===== config.mk =====
export PLATFORM = sky130hd
export DESIGN_NAME = temperature_servo_pulse_generator_unit
export DESIGN_NICKNAME = d
export VERILOG_FILES = /design/src/rtl/core/tspg_pkg.sv /design/src/rtl/core/tspg_div.sv /design/src/rtl/core/tspg_seq.sv /design/src/rtl/core/temperature_servo_pulse_generator_unit.sv
export SDC_FILE = /design/constraint.sdc
export NUM_CORES = 1
export LEC_CHECK = 0
export BUFFER_PORTS_ARGS = -buffer_cell sky130_fd_sc_hd__buf_2
export CAP_MARGIN = 10
export CORE_ASPECT_RATIO = 1.1
export CORE_MARGIN = 10
export CORE_UTILIZATION = 60
export DETAILED_ROUTE_END_ITERATION = 7
export PLACE_DENSITY = 0.88
export RECOVER_POWER = 50
export REMOVE_ABC_BUFFERS = 1
export SYNTH_ARGS = -nofsm -noshare
export SYNTH_HDL_FRONTEND = slang
export SYNTH_SLANG_ARGS = --single-unit

===== constraint.sdc =====
create_clock -name clk -period 7.15 [get_ports clk]
set_clock_uncertainty 0.1 [all_clocks]
set_input_delay 1.43 -clock clk [delete_from_list [all_inputs] [get_ports clk]]
set_output_delay 1.43 -clock clk [all_outputs]
set_load 0.1 [all_outputs]

===== src/rtl/core/tspg_pkg.sv =====
// ----------------------------------------------------------------------------
// tspg_pkg
// Shared types and constants for the temperature servo pulse generator.
// ----------------------------------------------------------------------------
package tspg_pkg;

  // Item kinds carried on the input tuser field.
  localparam logic [1:0] OP_SAMPLE = 2'd0;
  localparam logic [1:0] OP_PERIOD = 2'd1;
  localparam logic [1:0] OP_TICK   = 2'd2;

  // Pulse width limits in ticks and the span between them.
  localparam logic [6:0] WIDTH_MIN  = 7'd47;
  localparam logic [6:0] WIDTH_MAX  = 7'd97;
  localparam logic [5:0] WIDTH_SPAN = 6'd50;

  // Converter scale: temperature = sample * ADC_SCALE >> ADC_BITS.
  localparam int unsigned ADC_BITS  = 10;
  localparam logic [7:0]  ADC_SCALE = 8'd250;

  // Reset values of the bound registers.
  localparam logic [7:0] TMIN_RESET = 8'd0;
  localparam logic [7:0] TMAX_RESET = 8'd150;

  // Divider operand widths: numerator below 255 * 50, divisor one byte.
  localparam int unsigned NUM_W = 14;
  localparam int unsigned DEN_W = 8;

  // Configuration register indexes.
  localparam logic REG_TMIN = 1'b0;
  localparam logic REG_TMAX = 1'b1;

  // Request into the shared divider.
  typedef struct packed {
    logic             start;
    logic [NUM_W-1:0] numer;
    logic [DEN_W-1:0] denom;
  } div_req_t;

  // Response from the shared divider.
  typedef struct packed {
    logic             busy;
    logic             done;
    logic [NUM_W-1:0] quot;
  } div_rsp_t;

  // One result item.
  typedef struct packed {
    logic [6:0] next_width;
    logic [7:0] temperature;
    logic       servo_level;
  } result_t;

endpackage


===== src/rtl/core/tspg_div.sv =====
// ----------------------------------------------------------------------------
// tspg_div
// Restoring divider, one quotient bit per cycle, NUM_W quotient bits per divide.
// ----------------------------------------------------------------------------
module tspg_div (
  input  logic               clk,
  input  logic               rst,
  input  tspg_pkg::div_req_t req,
  output tspg_pkg::div_rsp_t rsp
);
  import tspg_pkg::*;

  localparam int unsigned CNT_W = $clog2(NUM_W);
  localparam logic [CNT_W-1:0] LAST_STEP = CNT_W'(NUM_W - 1);

  logic             busy;
  logic             done;
  logic [CNT_W-1:0] count;
  logic [NUM_W-1:0] dvd;
  logic [NUM_W-1:0] quo;
  logic [DEN_W-1:0] rem;
  logic [DEN_W-1:0] den;

  logic [DEN_W:0]   rem_shift;
  logic [DEN_W:0]   diff;
  logic             fits;

  // Trial subtraction for the current quotient bit.
  always_comb begin
    rem_shift = {rem, dvd[NUM_W-1]};
    diff      = rem_shift - {1'b0, den};
    fits      = rem_shift >= {1'b0, den};
  end

  // Control: busy while the quotient bits are collected, done pulses once at the end.
  always_ff @(posedge clk) begin
    if (rst) begin
      busy  <= 1'b0;
      done  <= 1'b0;
      count <= '0;
    end else begin
      done <= 1'b0;
      if (req.start && !busy) begin
        busy  <= 1'b1;
        count <= '0;
      end else if (busy) begin
        count <= count + 1'b1;
        if (count == LAST_STEP) begin
          busy <= 1'b0;
          done <= 1'b1;
        end
      end
    end
  end

  // Datapath: shift dividend in, keep remainder, collect quotient bits.
  always_ff @(posedge clk) begin
    if (req.start && !busy) begin
      dvd <= req.numer;
      den <= req.denom;
      rem <= '0;
      quo <= '0;
    end else if (busy) begin
      dvd <= {dvd[NUM_W-2:0], 1'b0};
      rem <= fits ? diff[DEN_W-1:0] : rem_shift[DEN_W-1:0];
      quo <= {quo[NUM_W-2:0], fits};
    end
  end

  assign rsp.busy = busy;
  assign rsp.done = done;
  assign rsp.quot = quo;

endmodule


===== src/rtl/core/tspg_seq.sv =====
// ----------------------------------------------------------------------------
// tspg_seq
// Item sequencer: converts samples, classifies them against the bounds,
// drives the shared divider and keeps the servo pulse state.
// ----------------------------------------------------------------------------
module tspg_seq (
  input  logic               clk,
  input  logic               rst,
  input  logic               in_valid,
  output logic               in_ready,
  input  logic [1:0]         in_op,
  input  logic [9:0]         in_sample,
  input  logic [7:0]         tmin_temp,
  input  logic [7:0]         tmax_temp,
  output tspg_pkg::div_req_t div_req,
  input  tspg_pkg::div_rsp_t div_rsp,
  output logic               res_push,
  input  logic               res_free,
  output tspg_pkg::result_t  res
);
  import tspg_pkg::*;

  localparam logic [2:0] ST_IDLE  = 3'd0;
  localparam logic [2:0] ST_EXEC  = 3'd1;
  localparam logic [2:0] ST_CLASS = 3'd2;
  localparam logic [2:0] ST_DIV   = 3'd3;
  localparam logic [2:0] ST_DONE  = 3'd4;

  localparam int unsigned PROD_W = ADC_BITS + 8;

  logic [2:0]  state;
  logic [1:0]  op;
  logic [9:0]  sample;

  logic        pulse_active;
  logic [6:0]  tick_countdown;
  logic [6:0]  width_ticks;
  logic [7:0]  last_temperature;

  logic [PROD_W-1:0] prod;
  logic [7:0]  temp_ofs;
  logic [6:0]  count_dec;
  logic        above_max;
  logic        below_min;
  logic        in_band;

  // Sample scaling and band checks.
  always_comb begin
    prod      = PROD_W'(sample) * PROD_W'(ADC_SCALE);
    temp_ofs  = last_temperature - tmin_temp;
    count_dec = tick_countdown - 7'd1;
    above_max = last_temperature > tmax_temp;
    below_min = last_temperature < tmin_temp;
    in_band   = (last_temperature > tmin_temp) && (last_temperature < tmax_temp);
  end

  // Divider request: (temp - tmin) * 50 / (tmax - tmin).
  always_comb begin
    div_req.start = (state == ST_CLASS) && in_band && !above_max && !below_min;
    div_req.numer = NUM_W'(temp_ofs) * NUM_W'(WIDTH_SPAN);
    div_req.denom = tmax_temp - tmin_temp;
  end

  assign in_ready = (state == ST_IDLE);
  assign res_push = (state == ST_DONE) && res_free;

  assign res.servo_level = pulse_active;
  assign res.temperature = last_temperature;
  assign res.next_width  = width_ticks;

  // Sequencer and servo state.
  always_ff @(posedge clk) begin
    if (rst) begin
      state            <= ST_IDLE;
      pulse_active     <= 1'b1;
      tick_countdown   <= WIDTH_MAX;
      width_ticks      <= WIDTH_MAX;
      last_temperature <= '0;
    end else begin
      unique case (state)
        ST_IDLE: begin
          if (in_valid) begin
            state <= ST_EXEC;
          end
        end
        ST_EXEC: begin
          case (op)
            OP_SAMPLE: begin
              last_temperature <= prod[PROD_W-1:ADC_BITS];
              state            <= ST_CLASS;
            end
            OP_PERIOD: begin
              pulse_active <= 1'b1;
              state        <= ST_DONE;
            end
            OP_TICK: begin
              state <= ST_DONE;
              if (pulse_active) begin
                if (count_dec == 7'd0) begin
                  pulse_active   <= 1'b0;
                  tick_countdown <= width_ticks;
                end else begin
                  tick_countdown <= count_dec;
                end
              end
            end
            default: begin
              state <= ST_DONE;
            end
          endcase
        end
        ST_CLASS: begin
          // The upper clamp wins when the bounds are crossed.
          if (above_max) begin
            width_ticks <= WIDTH_MAX;
            state       <= ST_DONE;
          end else if (below_min) begin
            width_ticks <= WIDTH_MIN;
            state       <= ST_DONE;
          end else if (in_band) begin
            state <= ST_DIV;
          end else begin
            state <= ST_DONE;
          end
        end
        ST_DIV: begin
          if (div_rsp.done) begin
            width_ticks <= WIDTH_MIN + {1'b0, div_rsp.quot[5:0]};
            state       <= ST_DONE;
          end
        end
        ST_DONE: begin
          if (res_free) begin
            state <= ST_IDLE;
          end
        end
        default: begin
          state <= ST_IDLE;
        end
      endcase
    end
  end

  // Item capture.
  always_ff @(posedge clk) begin
    if (state == ST_IDLE && in_valid) begin
      op     <= in_op;
      sample <= in_sample;
    end
  end

endmodule


===== src/rtl/core/temperature_servo_pulse_generator_unit.sv =====
// ----------------------------------------------------------------------------
// temperature_servo_pulse_generator_unit
// Servo pulse generator whose pulse width follows a temperature reading.
// ----------------------------------------------------------------------------
// Usage:
//   The input stream carries one item per handshake: tuser holds the kind
//   (ADC sample, period start or width tick) and tdata the 10-bit sample.
//   Every accepted item yields exactly one result item on the output stream
//   with the pin level, the last temperature and the width for the next
//   reload.
//   A period start, tick or ignored item goes from the execute state to the
//   done state, and a sample outside the open band between the bounds
//   passes through the classify state first. A sample strictly between the
//   bounds also runs the shared restoring divider, one quotient bit per
//   cycle. The input is ready again in the cycle after the result is handed
//   on; one item is in work at a time.
//   The output register lets the next item be accepted while a result waits;
//   a stalled receiver holds the following result in the sequencer and the
//   input stays not ready until the output register frees.
//   The APB port sets tmin_temp (address 0) and tmax_temp (address 4); write
//   them only while the block is idle.
//   Synchronous reset: pin high, countdown and width 97, temperature 0,
//   bounds 0 and 150, no result pending.
// ----------------------------------------------------------------------------
module temperature_servo_pulse_generator_unit (
  input  logic        clk,
  input  logic        rst,
  // Input stream.
  input  logic        s_axis_tvalid,
  output logic        s_axis_tready,
  input  logic [15:0] s_axis_tdata,   // [9:0] adc_sample, [15:10] zero
  input  logic [1:0]  s_axis_tuser,   // [1:0] opcode
  // Output stream.
  output logic        m_axis_tvalid,
  input  logic        m_axis_tready,
  output logic [15:0] m_axis_tdata,   // [0] servo_level, [8:1] temperature,
                                      // [15:9] next_width
  // Configuration port.
  input  logic        psel,
  input  logic        penable,
  input  logic        pwrite,
  input  logic [2:0]  paddr,
  input  logic [31:0] pwdata,
  output logic [31:0] prdata,
  output logic        pready
);
  import tspg_pkg::*;

  logic [7:0] tmin_temp;
  logic [7:0] tmax_temp;

  div_req_t div_req;
  div_rsp_t div_rsp;
  result_t  res;
  logic     res_push;
  logic     res_free;

  logic     out_valid;
  result_t  out_data;

  // Bound registers.
  assign pready = 1'b1;

  always_ff @(posedge clk) begin
    if (rst) begin
      tmin_temp <= TMIN_RESET;
      tmax_temp <= TMAX_RESET;
    end else if (psel && penable && pwrite && pready) begin
      unique case (paddr[2])
        REG_TMIN: tmin_temp <= pwdata[7:0];
        REG_TMAX: tmax_temp <= pwdata[7:0];
        default: begin
        end
      endcase
    end
  end

  always_comb begin
    unique case (paddr[2])
      REG_TMIN: prdata = {24'd0, tmin_temp};
      REG_TMAX: prdata = {24'd0, tmax_temp};
      default:  prdata = '0;
    endcase
  end

  // Sequencer and shared divider.
  tspg_seq u_seq (
    .clk       (clk),
    .rst       (rst),
    .in_valid  (s_axis_tvalid),
    .in_ready  (s_axis_tready),
    .in_op     (s_axis_tuser),
    .in_sample (s_axis_tdata[9:0]),
    .tmin_temp (tmin_temp),
    .tmax_temp (tmax_temp),
    .div_req   (div_req),
    .div_rsp   (div_rsp),
    .res_push  (res_push),
    .res_free  (res_free),
    .res       (res)
  );

  tspg_div u_div (
    .clk (clk),
    .rst (rst),
    .req (div_req),
    .rsp (div_rsp)
  );

  // Output register.
  assign res_free = !out_valid || m_axis_tready;

  always_ff @(posedge clk) begin
    if (rst) begin
      out_valid <= 1'b0;
    end else if (res_free) begin
      out_valid <= res_push;
    end
  end

  always_ff @(posedge clk) begin
    if (res_push) begin
      out_data <= res;
    end
  end

  assign m_axis_tvalid = out_valid;
  assign m_axis_tdata  = {out_data.next_width, out_data.temperature, out_data.servo_level};

  // The sequencer works on one item at a time.
  a_one_item: assert property (@(posedge clk) disable iff (rst)
    s_axis_tvalid && s_axis_tready |=> !s_axis_tready)
    else $error("input accepted while an item is in work");

  // Every reported width stays within the clamp limits.
  a_width_range: assert property (@(posedge clk) disable iff (rst)
    m_axis_tvalid |-> (m_axis_tdata[15:9] >= WIDTH_MIN) && (m_axis_tdata[15:9] <= WIDTH_MAX))
    else $error("reported width outside limits");

  // A divide never starts while the divider is still running.
  a_div_start: assert property (@(posedge clk) disable iff (rst)
    div_req.start |-> !div_rsp.busy)
    else $error("divider restarted while busy");

  // The divider finishes with a single done pulse.
  a_div_done: assert property (@(posedge clk) disable iff (rst)
    div_rsp.done |=> !div_rsp.done)
    else $error("divider done held longer than one cycle");

endmodule

==> results.yml, run 1 <==
logic_synthesis:
  synth-async-reset-ratio_pct: 0
  synth_cell_types: 66
  yosysWarnings: 0
  syn-mean-instance-area_um2: 9.60
  ys_seq_elements: 112
  synth_area_mm2: 0.00816
  postSynth.topFlopCell: "sky130_fd_sc_hd__dfxtp_1"
  post_synthesis_sequential_area_ratio_pct: 33.5
  synth-edff-count: 49
  synthCells: 850
critical_path:
  criticalPathCategory: "input port to register"
  ff2ff_path_depth: 13
  timing.critical_path.required_ps: 7270
  worstSetupEndpointType: "register"
  setup.reg_to_reg.worst_slack_ps: 2340
  reg_to_reg_startpoint: "u_seq.sample[3]"
  r2r_end: "u_seq.last_temperature[3]"
  crit_start_category: "input port"
  worst-path-max-fanout: 42
  data_arrival_at_the_endpoint_of_the_critical_path_ps: 5270
floorplan:
  row_count: 44
  initial_utilization_pct: 61.5
  design.die.area_mm2: 0.0187
  die-width_um: 131
  core_area_mm2: 0.0133
  io_pins: 111
  die_h_um: 142
drt:
  detail_route.iter0.violations: 453
  number_of_vias_per_cell_after_detailed_routing: 5.80
  detail_route.first_pass.iterations: 5
  route.detailed.wl_per_inst_um: 16.3
  wl_um: 17700
  detailroute.via_count: 6280
  ant_nets: 0
  drt_drc_violations_left: 0
pwr:
  power.sequential.fraction_pct: 21.0
  p_sw_mw: 1.84
  share_clk_of_total_power_pct: 13.2
  intPower_mw: 1.91
  vdd.ir_drop.worst_uv: 282
  p_leak_nw: 3.83
  powerDensity_mw_per_mm2: 429
  overall_power_of_the_completed_layout_mw: 3.75
  power.share.switching_pct: 49.0
  comb_power_share_pct: 65.8
global_routing:
  first_global_vias: 6335
  gr-usage-all-layers_pct: 18.7
  grt_first_pass_wirelength_um: 29400
  maximum_number_of_pins_on_one_net_before_global_route_repair: 43
  grt_overflow_total: 0
  antenna_violations_before_repair: 0
min_path:
  hold_path.startpoint: "tmin_temp[4]"
  timing.hold.worst.class: "register to register"
  worstHoldEndpoint: "tmin_temp[4]"
  worst_hold_path.num_cells: 2
clock_network:
  path_clk_slew_ps: 80
  h-tree-depth: 3
  ctsResizeCount: 0
  clk_root_buffer_cell: "sky130_fd_sc_hd__clkbuf_16"
  cts_setup_buffers: 0
  clock_sinks: 112
  tritoncts: "built"
  post_cts_hold_buffer_count: 0
  tritoncts.num_buffers: 9
  ctsLongestPathBuffers: 2
  clk_latency_ps: 350
timing:
  setup-violations-final: 0
  tightestPinTransition_ps: 2060
  final_max_slew_viol_count: 43
  clock.fmax_ghz: 0.194
  timing.final.crit_share_pct: 72.0
  setup-tns-final_ps: 0
  hold_violations: 0
  max-slew-margin-rel_pct: -37.4
  finalCriticalPeriod_ps: 5150
  rsz0062_at_grt: "no"
layout:
  share_of_final_layout_standard_cells_stronger_than_drive_strength_1_pct: 8.46
  final_net_count: 1094
  area_delta_synth_final_pct: 7.10
  number_of_antenna_cells_inserted: 0
  fill_cell_total_of_the_finished_layout: 985
outcome:
  failing_checks: "capacitance limit, slew limit"
  status: "finished with violations"
flow_run:
  number_of_max_cap_violations: 1
place:
  dp_hpwl_um: 13300
  globalplace.congestion: 0.851
  place.port_buffers: 53
-- cell usage in the layout, fill, tap and decap left out, types with 7 or more instances in the layout --
cell type and n:
sky130_fd_sc_hd__nand3_1 27, sky130_fd_sc_hd__clkbuf_1 17, sky130_fd_sc_hd__dfxtp_1 63, sky130_fd_sc_hd__a21oi_1 55, sky130_fd_sc_hd__buf_2 38, sky130_fd_sc_hd__a21o_1 8, sky130_fd_sc_hd__nor3_1 18, sky130_fd_sc_hd__o211ai_1 12
sky130_fd_sc_hd__o21ai_0 33, sky130_fd_sc_hd__nor2b_1 10, sky130_fd_sc_hd__clkbuf_16 9, sky130_fd_sc_hd__inv_1 105, sky130_fd_sc_hd__xor2_1 14, sky130_fd_sc_hd__mux2i_1 7, sky130_fd_sc_hd__xnor2_1 20, sky130_fd_sc_hd__edfxtp_1 49
sky130_fd_sc_hd__conb_1 25, sky130_fd_sc_hd__nand2b_1 8, sky130_fd_sc_hd__nor2_1 38, sky130_fd_sc_hd__nand4_1 12, sky130_fd_sc_hd__a22o_1 8, sky130_fd_sc_hd__fa_1 34, sky130_fd_sc_hd__ha_1 107, sky130_fd_sc_hd__mux2_2 13
sky130_fd_sc_hd__nand2_1 64, sky130_fd_sc_hd__a31oi_1 9
-- metal layers --
metal  track usage (%)  vias up  part of all wire [%]
met5                 0        -                     0
met4              8.12        0                   2.9
met3              3.81       48                   6.2
met2              32.9      224                    49
met1              21.8     2975                    42
li1                  -     3033                     -
-- Yosys cell counts (all sizes together), types with 10 or more instances --
master | instances | share of area, %
nor2 | 38 | 1.7
buf | 30 | 2.7
inv | 105 | 4.8
nand3 | 27 | 1.7
xnor2 | 20 | 2.1
dfxtp | 63 | 15
ha | 107 | 16
o21ai | 33 | 2.0
o211ai | 13 | 1.3
nand4 | 12 | 0.92
edfxtp | 49 | 18
xor2 | 14 | 1.5
nand2 | 64 | 2.9
fa | 34 | 8.3
a21oi | 56 | 3.5
nor2b | 10 | 0.77
nor3 | 19 | 1.3
clkbuf | 17 | 0.78
mux2 | 13 | 1.8
-- through the flow --
stage / cell area (um^2) / util [%] / setup slack [ps] / instances / hold slack (ps)
finish: 8740 / 65.9 / 2000 / 1082 / 359
global route: 8740 / 65.9 / 1800 / 1082 / 395
floorplan: 7970 / - / 2090 / 826 / 324
CTS: 8770 / 66.1 / 2490 / 1082 / 359
global placement: 8480 / 63.9 / 2650 / 1066 / 340
detailed placement: 8480 / 63.9 / 2530 / 1066 / 349
-- power groups by stage --
| stage | clock, mW | combinational [mW] | sequential (mW) |
|---|---|---|---|
| after floorplan | 0 | 1.84 | 0.826 |
| after global placement | 0 | 2.26 | 0.796 |
| after detailed placement | 0 | 2.38 | 0.799 |
| after CTS | 0.498 | 2.43 | 0.786 |
| after global routing | 0.523 | 2.74 | 0.795 |
| final | 0.495 | 2.47 | 0.788 |
-- flip-flops by register name, summed over array words and instances (netlist names) --
| signal | cells |
|---|---|
| u_div.quo | 6 |
| u_div.busy | 1 |
| u_seq.pulse_active | 1 |
| u_seq.state | 3 |
| u_seq.last_temperature | 8 |
| tmax_temp | 8 |
| u_seq.op | 2 |
| m_axis_tdata | 16 |
| u_div.den | 8 |
| u_div.rem | 8 |
| u_div.dvd | 13 |
| u_seq.tick_countdown | 7 |
| u_seq.width_ticks | 7 |
| u_seq.sample | 10 |
| u_div.count | 4 |
| m_axis_tvalid | 1 |
| u_div.done | 1 |
| tmin_temp | 8 |
-- kinds of logic after synthesis --
family                     after synthesis  share of synthesized area (%)
xor gates and xnor gates                34                           3.65
DFF                                    112                           33.5
adders and majority gates              141                           24.7
muxes                                   20                           2.65
buffers and inverters                  153                           8.31
and+or+nand+nor                        208                           12.6
other                                    2                         0.0920
AOI/OAI and AO/OA                      180                           14.5
-- how the worst max path moves through the flow --
stage	startpoint	end
floorplan	paddr[2]	prdata[1]
global placement	u_seq.sample[3]	u_seq.last_temperature[3]
detailed placement	tmin_temp[0]	u_div.dvd[12]
CTS	u_seq.last_temperature[0]	u_div.dvd[12]
global route	rst	u_seq.last_temperature[5]
finish	rst	u_seq.last_temperature[7]
-- critical path: stages --
cell	delay, ps
sky130_fd_sc_hd__buf_2	70
sky130_fd_sc_hd__clkbuf_1	1450
sky130_fd_sc_hd__clkinv_1	1410
sky130_fd_sc_hd__and4_1	550
sky130_fd_sc_hd__a31oi_1	180
sky130_fd_sc_hd__o211ai_1	150
-- final cells by class --
| cell class | instances | area [um^2] | share of cell area, % |
|---|---|---|---|
| multi-input cells | 608 | 4830 | 55.3 |
| flip-flops and latches | 112 | 2730 | 31.3 |
| inverters | 106 | 398 | 4.55 |
| repair buffers | 56 | 262 | 2.99 |
| well taps | 184 | 230 | 2.63 |
| clock buffers | 9 | 225 | 2.58 |
| clock inverters | 7 | 60.1 | 0.687 |
Note: power is estimated with default switching activity, not from simulation.
==> run 2, diff against run 1 <==
--- a/config.mk
+++ b/config.mk
@@ -9,9 +9,9 @@
 export CAP_MARGIN = 10
 export CORE_ASPECT_RATIO = 1.1
 export CORE_MARGIN = 10
-export CORE_UTILIZATION = 60
+export CORE_UTILIZATION = 59
 export DETAILED_ROUTE_END_ITERATION = 7
-export PLACE_DENSITY = 0.88
+export PLACE_DENSITY = 0.86
 export RECOVER_POWER = 50
 export REMOVE_ABC_BUFFERS = 1
 export SYNTH_ARGS = -nofsm -noshare
==> constraint.sdc (replaced) <==
create_clock -name clk -period 5 [get_ports clk]
set_clock_uncertainty 0.1 [all_clocks]
set_input_delay 1 -clock clk [delete_from_list [all_inputs] [get_ports clk]]
set_output_delay 1 -clock clk [all_outputs]
set_load 0.1 [all_outputs]
==> run 2 against run 1 <==
The flow still finishes with violations (capacitance limit, slew limit). Clock power increased by 48%. Register-to-register slack got worse by 1900 ps. Cell area increased by 0.34%. Via count decreased by 3.2%. Core utilization decreased by 1.8 points. Combinational power increased by 36%. Sequential share of layout area decreased by 0.11 points. Final cell count increased by 0.37%. Sequential power increased by 42%. Critical path depth increased by 7. Hold slack improved by 0.70 ps. Critical path type is now register to register. Largest cell class unchanged. Highest routed layer unchanged.
==> results.yml, run 2 (synthesis results as in run 1) <==
timing:
  rsz0062_at_grt: "no"
  setup-tns-final_ps: 0
  clock.fmax_ghz: 0.217
  tightestPinTransition_ps: 2000
  max-slew-margin-rel_pct: -33.5
  finalCriticalPeriod_ps: 4600
  hold_violations: 0
  timing.final.crit_share_pct: 92.1
  layout_setup_ws_ps: 396
  final_max_slew_viol_count: 43
  setup-violations-final: 0
drt:
  wl_um: 16300
  route.detailed.wl_per_inst_um: 15.0
  drt_drc_violations_left: 0
  number_of_vias_per_cell_after_detailed_routing: 5.60
  detail_route.first_pass.iterations: 5
  detailroute.via_count: 6079
  ant_nets: 0
  detail_route.iter0.violations: 356
critical_path:
  worst-path-max-fanout: 5
  crit_buf_inv: 2
  critical-path-top-delay-family: "adder cells"
  slowest_delay_ps: 520
  worst_path_most_repeated_cell: "sky130_fd_sc_hd__fa_1"
  timing.critical_path.required_ps: 5070
  master_of_the_slowest_instance_on_the_critical_path: "sky130_fd_sc_hd__fa_1"
  data_arrival_at_the_endpoint_of_the_critical_path_ps: 4670
  crit_start_category: "register"
  worstSetupEndpointType: "register"
  crit_path_cell_trace: "inv_1, fa_1, fa_1, fa_1, inv_1, fa_1, ha_1, a211oi_1, o21bai_1, a41oi_1, o21ai_0, xnor2_1, o31ai_1"
  criticalPathCategory: "register to register"
pwr:
  vdd.ir_drop.worst_uv: 398
  share_clk_of_total_power_pct: 14.0
  powerDensity_mw_per_mm2: 596
  comb_power_share_pct: 64.5
  p_sw_mw: 2.48
  power.sequential.fraction_pct: 21.5
  intPower_mw: 2.75
  power.share.switching_pct: 47.4
  p_leak_nw: 3.83
global_routing:
  maximum_number_of_pins_on_one_net_before_global_route_repair: 43
  first_global_vias: 6046
  antenna_violations_before_repair: 0
  grt_first_pass_wirelength_um: 27600
  grt_overflow_total: 0
  gr-usage-all-layers_pct: 17.4
outcome:
  failing_checks: "capacitance limit, slew limit"
  status: "finished with violations"
place:
  place_ws_ps: 449
  dp_hpwl_um: 12500
  globalplace.congestion: 0.860
  place.port_buffers: 53
layout:
  layout_top_registers: "m_axis_tdata x16, u_div.dvd x13, u_seq.sample x10"
  commonest_non_fill_non_tap_cells_in_the_layout: "sky130_fd_sc_hd__ha_1 (107), sky130_fd_sc_hd__inv_1 (105), sky130_fd_sc_hd__nand2_1 (64)"
  final_net_count: 1094
  layout_commonest_cell: "sky130_fd_sc_hd__ha_1"
  largest_reg_flops: 16
  share_of_final_layout_standard_cells_stronger_than_drive_strength_1_pct: 8.35
  regMostFlops: "m_axis_tdata"
  area_delta_synth_final_pct: 7.47
  fill_cell_total_of_the_finished_layout: 1073
  number_of_antenna_cells_inserted: 0
clock_network:
  ctsResizeCount: 0
  clk_latency_ps: 360
  cts_setup_buffers: 0
  h-tree-depth: 3
  clk_root_buffer_cell: "sky130_fd_sc_hd__clkbuf_16"
  ctsLongestPathBuffers: 2
  clock_sinks: 112
  post_cts_hold_buffer_count: 0
  tritoncts.num_buffers: 9
  path_clk_slew_ps: 80
  tritoncts: "built"
floorplan:
  row_count: 45
  initial_utilization_pct: 59.6
  die_h_um: 143
  die-width_um: 132
  io_pins: 111
  design.die.area_mm2: 0.0189
  core_area_mm2: 0.0137
flow_run:
  number_of_max_cap_violations: 1
min_path:
  timing.hold.worst.class: "register to register"
run 2: worst reg2reg max path, stage by stage, from the launching register on:
cell	delay, ps
sky130_fd_sc_hd__edfxtp_1	500
sky130_fd_sc_hd__inv_1	180
sky130_fd_sc_hd__fa_1	480
sky130_fd_sc_hd__fa_1	500
sky130_fd_sc_hd__fa_1	520
sky130_fd_sc_hd__inv_1	60
sky130_fd_sc_hd__fa_1	450
sky130_fd_sc_hd__ha_1	350
sky130_fd_sc_hd__a211oi_1	280
sky130_fd_sc_hd__o21bai_1	110
sky130_fd_sc_hd__a41oi_1	370
sky130_fd_sc_hd__o21ai_0	270
sky130_fd_sc_hd__xnor2_1	190
sky130_fd_sc_hd__o31ai_1	80
run 2: final cells by class:
class | count | area (um^2) | area share (%)
Sequential cell | 112 | 2730 | 31.2
Clock buffer | 10 | 250 | 2.85
Multi-Input combinational cell | 608 | 4840 | 55.1
Inverter | 106 | 398 | 4.54
Timing Repair Buffer | 56 | 262 | 2.98
Clock inverter | 6 | 56.3 | 0.642
Tap cell | 188 | 235 | 2.68
run 2: final timing paths:
| kind | start | end | slack [ps] | cells past startpoint |
|---|---|---|---|---|
| worst max-delay path | u_seq.sample[2] | u_seq.last_temperature[3] | 400 | 13 |
| worst min-delay path | tmin_temp[2] | tmin_temp[2] | 360 | 2 |
| worst max register to register | u_seq.sample[2] | u_seq.last_temperature[3] | 400 | 13 |
| worst min register to register | tmin_temp[2] | tmin_temp[2] | 360 | 2 |
run 2: through the flow:
stage          hold slack (ps)  area, um^2  instances  total power [mW]  utilization (%)
2_1_floorplan              324        7970        826              3.81                -
3_3_place_gp               340        8490       1070              4.38             62.0
3_5_place_dp               348        8490       1070              4.46             62.0
4_1_cts                    358        8800       1086              5.24             64.3
5_1_grt                    382        8770       1086              5.75             64.1
6_report                   360        8770       1086              5.23             64.1
run 2: power by group through the flow:
| stage | Sequential [mW] | Combinational [mW] | Clock (mW) |
|---|---|---|---|
| after detailed placement | 1.14 | 3.32 | 0 |
| final | 1.12 | 3.37 | 0.733 |
| after floorplan | 1.18 | 2.63 | 0 |
| after CTS | 1.12 | 3.38 | 0.740 |
| after global routing | 1.13 | 3.84 | 0.772 |
| after global placement | 1.14 | 3.24 | 0 |
run 2: per-layer routing:
metal / global-route usage, % / vias up / share of wire, %
met5: 0 / - / 0
met4: 8.03 / 0 / 3.0
met3: 3.35 / 42 / 4.2
met2: 29.5 / 154 / 48
met1: 21.0 / 2860 / 45
li1: - / 3023 / -
==> run 3, diff against run 2 <==
--- a/config.mk
+++ b/config.mk
@@ -9,9 +9,10 @@
 export CAP_MARGIN = 10
 export CORE_ASPECT_RATIO = 1.1
 export CORE_MARGIN = 10
-export CORE_UTILIZATION = 59
+export CORE_UTILIZATION = 51
 export DETAILED_ROUTE_END_ITERATION = 7
-export PLACE_DENSITY = 0.86
+export MAX_ROUTING_LAYER = met4
+export PLACE_DENSITY = 0.77
 export RECOVER_POWER = 50
 export REMOVE_ABC_BUFFERS = 1
 export SYNTH_ARGS = -nofsm -noshare
==> run 3 against run 2 <==
The run still ends with capacitance limit, slew limit left. Fmax grew 1.9%. First-iteration DRC count shrank 22%. Combinational power grew 1%.
==> results.yml, run 3 (synthesis results as in run 1) <==
flow_run:
  number_of_max_cap_violations: 1
timing:
  clock.fmax_ghz: 0.221
  max-slew-margin-rel_pct: -30.7
  setup-tns-final_ps: 0
  finalCriticalPeriod_ps: 4520
  final_max_slew_viol_count: 42
  layout_setup_ws_ps: 483
  tightestPinTransition_ps: 1960
  timing.final.crit_share_pct: 90.3
  setup-violations-final: 0
  hold_violations: 0
  rsz0062_at_grt: "no"
  final.hold.worst_slack_ps: 356
global_routing:
  antenna_violations_before_repair: 0
  first_global_vias: 5969
  maximum_number_of_pins_on_one_net_before_global_route_repair: 42
  grt_first_pass_wirelength_um: 28200
  grt_overflow_total: 0
  gr-usage-all-layers_pct: 15.8
pwr:
  power.sequential.fraction_pct: 21.4
  intPower_mw: 2.75
  power.share.switching_pct: 47.6
  powerDensity_mw_per_mm2: 598
  comb_power_share_pct: 65.3
  p_sw_mw: 2.50
  p_leak_nw: 3.82
  share_clk_of_total_power_pct: 13.3
  vdd.ir_drop.worst_uv: 439
layout:
  share_of_final_layout_standard_cells_stronger_than_drive_strength_1_pct: 8.33
  layout_top_registers: "m_axis_tdata x16, u_div.dvd x13, u_seq.sample x10"
  layout_commonest_cell: "sky130_fd_sc_hd__ha_1"
  final_area_mm2: 0.00877
  fill_cell_total_of_the_finished_layout: 1353
  area_delta_synth_final_pct: 7.51
  number_of_antenna_cells_inserted: 0
  commonest_non_fill_non_tap_cells_in_the_layout: "sky130_fd_sc_hd__ha_1 (107), sky130_fd_sc_hd__inv_1 (105), sky130_fd_sc_hd__nand2_1 (64)"
  final_net_count: 1096
  regMostFlops: "m_axis_tdata"
  largest_reg_flops: 16
  multiInputGateArea_mm2: 0.00484
  fin_util_pct: 56.0
  flip_flop_and_latch_area_mm2: 0.00273
min_path:
  timing.hold.worst.class: "register to register"
drt:
  route.detailed.wl_per_inst_um: 14.9
  number_of_vias_per_cell_after_detailed_routing: 5.46
  drt_drc_violations_left: 0
  detail_route.iter0.violations: 277
  detail_route.first_pass.iterations: 5
  ant_nets: 0
  detailroute.via_count: 6007
  wl_um: 16400
floorplan:
  initial_utilization_pct: 52.1
  core_area_mm2: 0.0157
  die_h_um: 153
  row_count: 48
  design.die.area_mm2: 0.0215
  die-width_um: 141
  io_pins: 111
critical_path:
  timing.critical_path.required_ps: 5000
  data_arrival_at_the_endpoint_of_the_critical_path_ps: 4510
  slowest_delay_ps: 390
  worst_path_most_repeated_cell: "sky130_fd_sc_hd__ha_1"
  worstSetupEndpointType: "register"
  critical-path-top-delay-family: "adder cells"
  crit_path_cell_trace: "inv_1, ha_1, a21o_1, a21oi_1, a2bb2oi_1, nor2b_1, xnor2_1, ha_1, ha_1, ha_1, ha_1, nand3_1, o211ai_1, nor3_1, o21bai_1, xor2_1, mux2_2"
  worst-path-max-fanout: 5
  criticalPathCategory: "register to register"
  crit_start_category: "register"
  crit_buf_inv: 1
  master_of_the_slowest_instance_on_the_critical_path: "sky130_fd_sc_hd__dfxtp_1"
place:
  detailed_place.area_mm2: 0.00852
  place.port_buffers: 53
  globalplace.congestion: 0.892
  dp_hpwl_um: 13000
  place_ws_ps: 489
clock_network:
  ctsLongestPathBuffers: 2
  tritoncts.num_buffers: 9
  post_cts_hold_buffer_count: 0
  cts_setup_buffers: 0
  clk_root_buffer_cell: "sky130_fd_sc_hd__clkbuf_16"
  clock_sinks: 112
  ctsResizeCount: 0
  clk_latency_ps: 350
  h-tree-depth: 3
  path_clk_slew_ps: 80
  tritoncts: "built"
outcome:
  status: "finished with violations"
  failing_checks: "capacitance limit, slew limit"
==> run 3: area by class of cell <==
type                    count  area share [%]
clock buffers               9            2.57
multi-input cells         608            55.1
inverters                 106            4.54
well taps                 200            2.85
repair buffers             58            3.09
flip-flops and latches    112            31.1
clock inverters             7           0.685
==> run 3: final timing paths <==
| check | from | to | slack [ps] | cells past startpoint |
|---|---|---|---|---|
| max | tmin_temp[1] | u_div.dvd[13] | 480 | 17 |
| min | tmin_temp[4] | tmin_temp[4] | 360 | 2 |
| max reg2reg | tmin_temp[1] | u_div.dvd[13] | 480 | 17 |
| min reg2reg | tmin_temp[4] | tmin_temp[4] | 360 | 2 |
==> run 3: power groups by stage <==
stage          Combinational, mW  Clock (mW)  Sequential, mW
6_report                    3.42       0.697            1.12
3_3_place_gp                3.30           0            1.14
3_5_place_dp                3.37           0            1.14
4_1_cts                     3.43       0.708            1.12
2_1_floorplan               2.63           0            1.18
5_1_grt                     3.91       0.743            1.14
==> run 3: layer usage <==
| metal | track usage (%) | wire length, um |
|---|---|---|
| met4 | 4.58 | 358 |
| met1 | 19.4 | 7520 |
| met5 | - | 0 |
| met3 | 2.18 | 627 |
| met2 | 26.3 | 7880 |
==> run 3: tightest hold or removal path, stage by stage (launching register included) <==
cell and delay, ps:
sky130_fd_sc_hd__dfxtp_1 310, sky130_fd_sc_hd__nand2_1 50, sky130_fd_sc_hd__a21oi_1 50
==> run 3: per-stage QoR <==
| step | power, mW | instances |
|---|---|---|
| global placement | 4.45 | 1084 |
| CTS | 5.26 | 1100 |
| finish | 5.24 | 1100 |
| detailed placement | 4.52 | 1084 |
| floorplan | 3.81 | 826 |
| global route | 5.79 | 1100 |
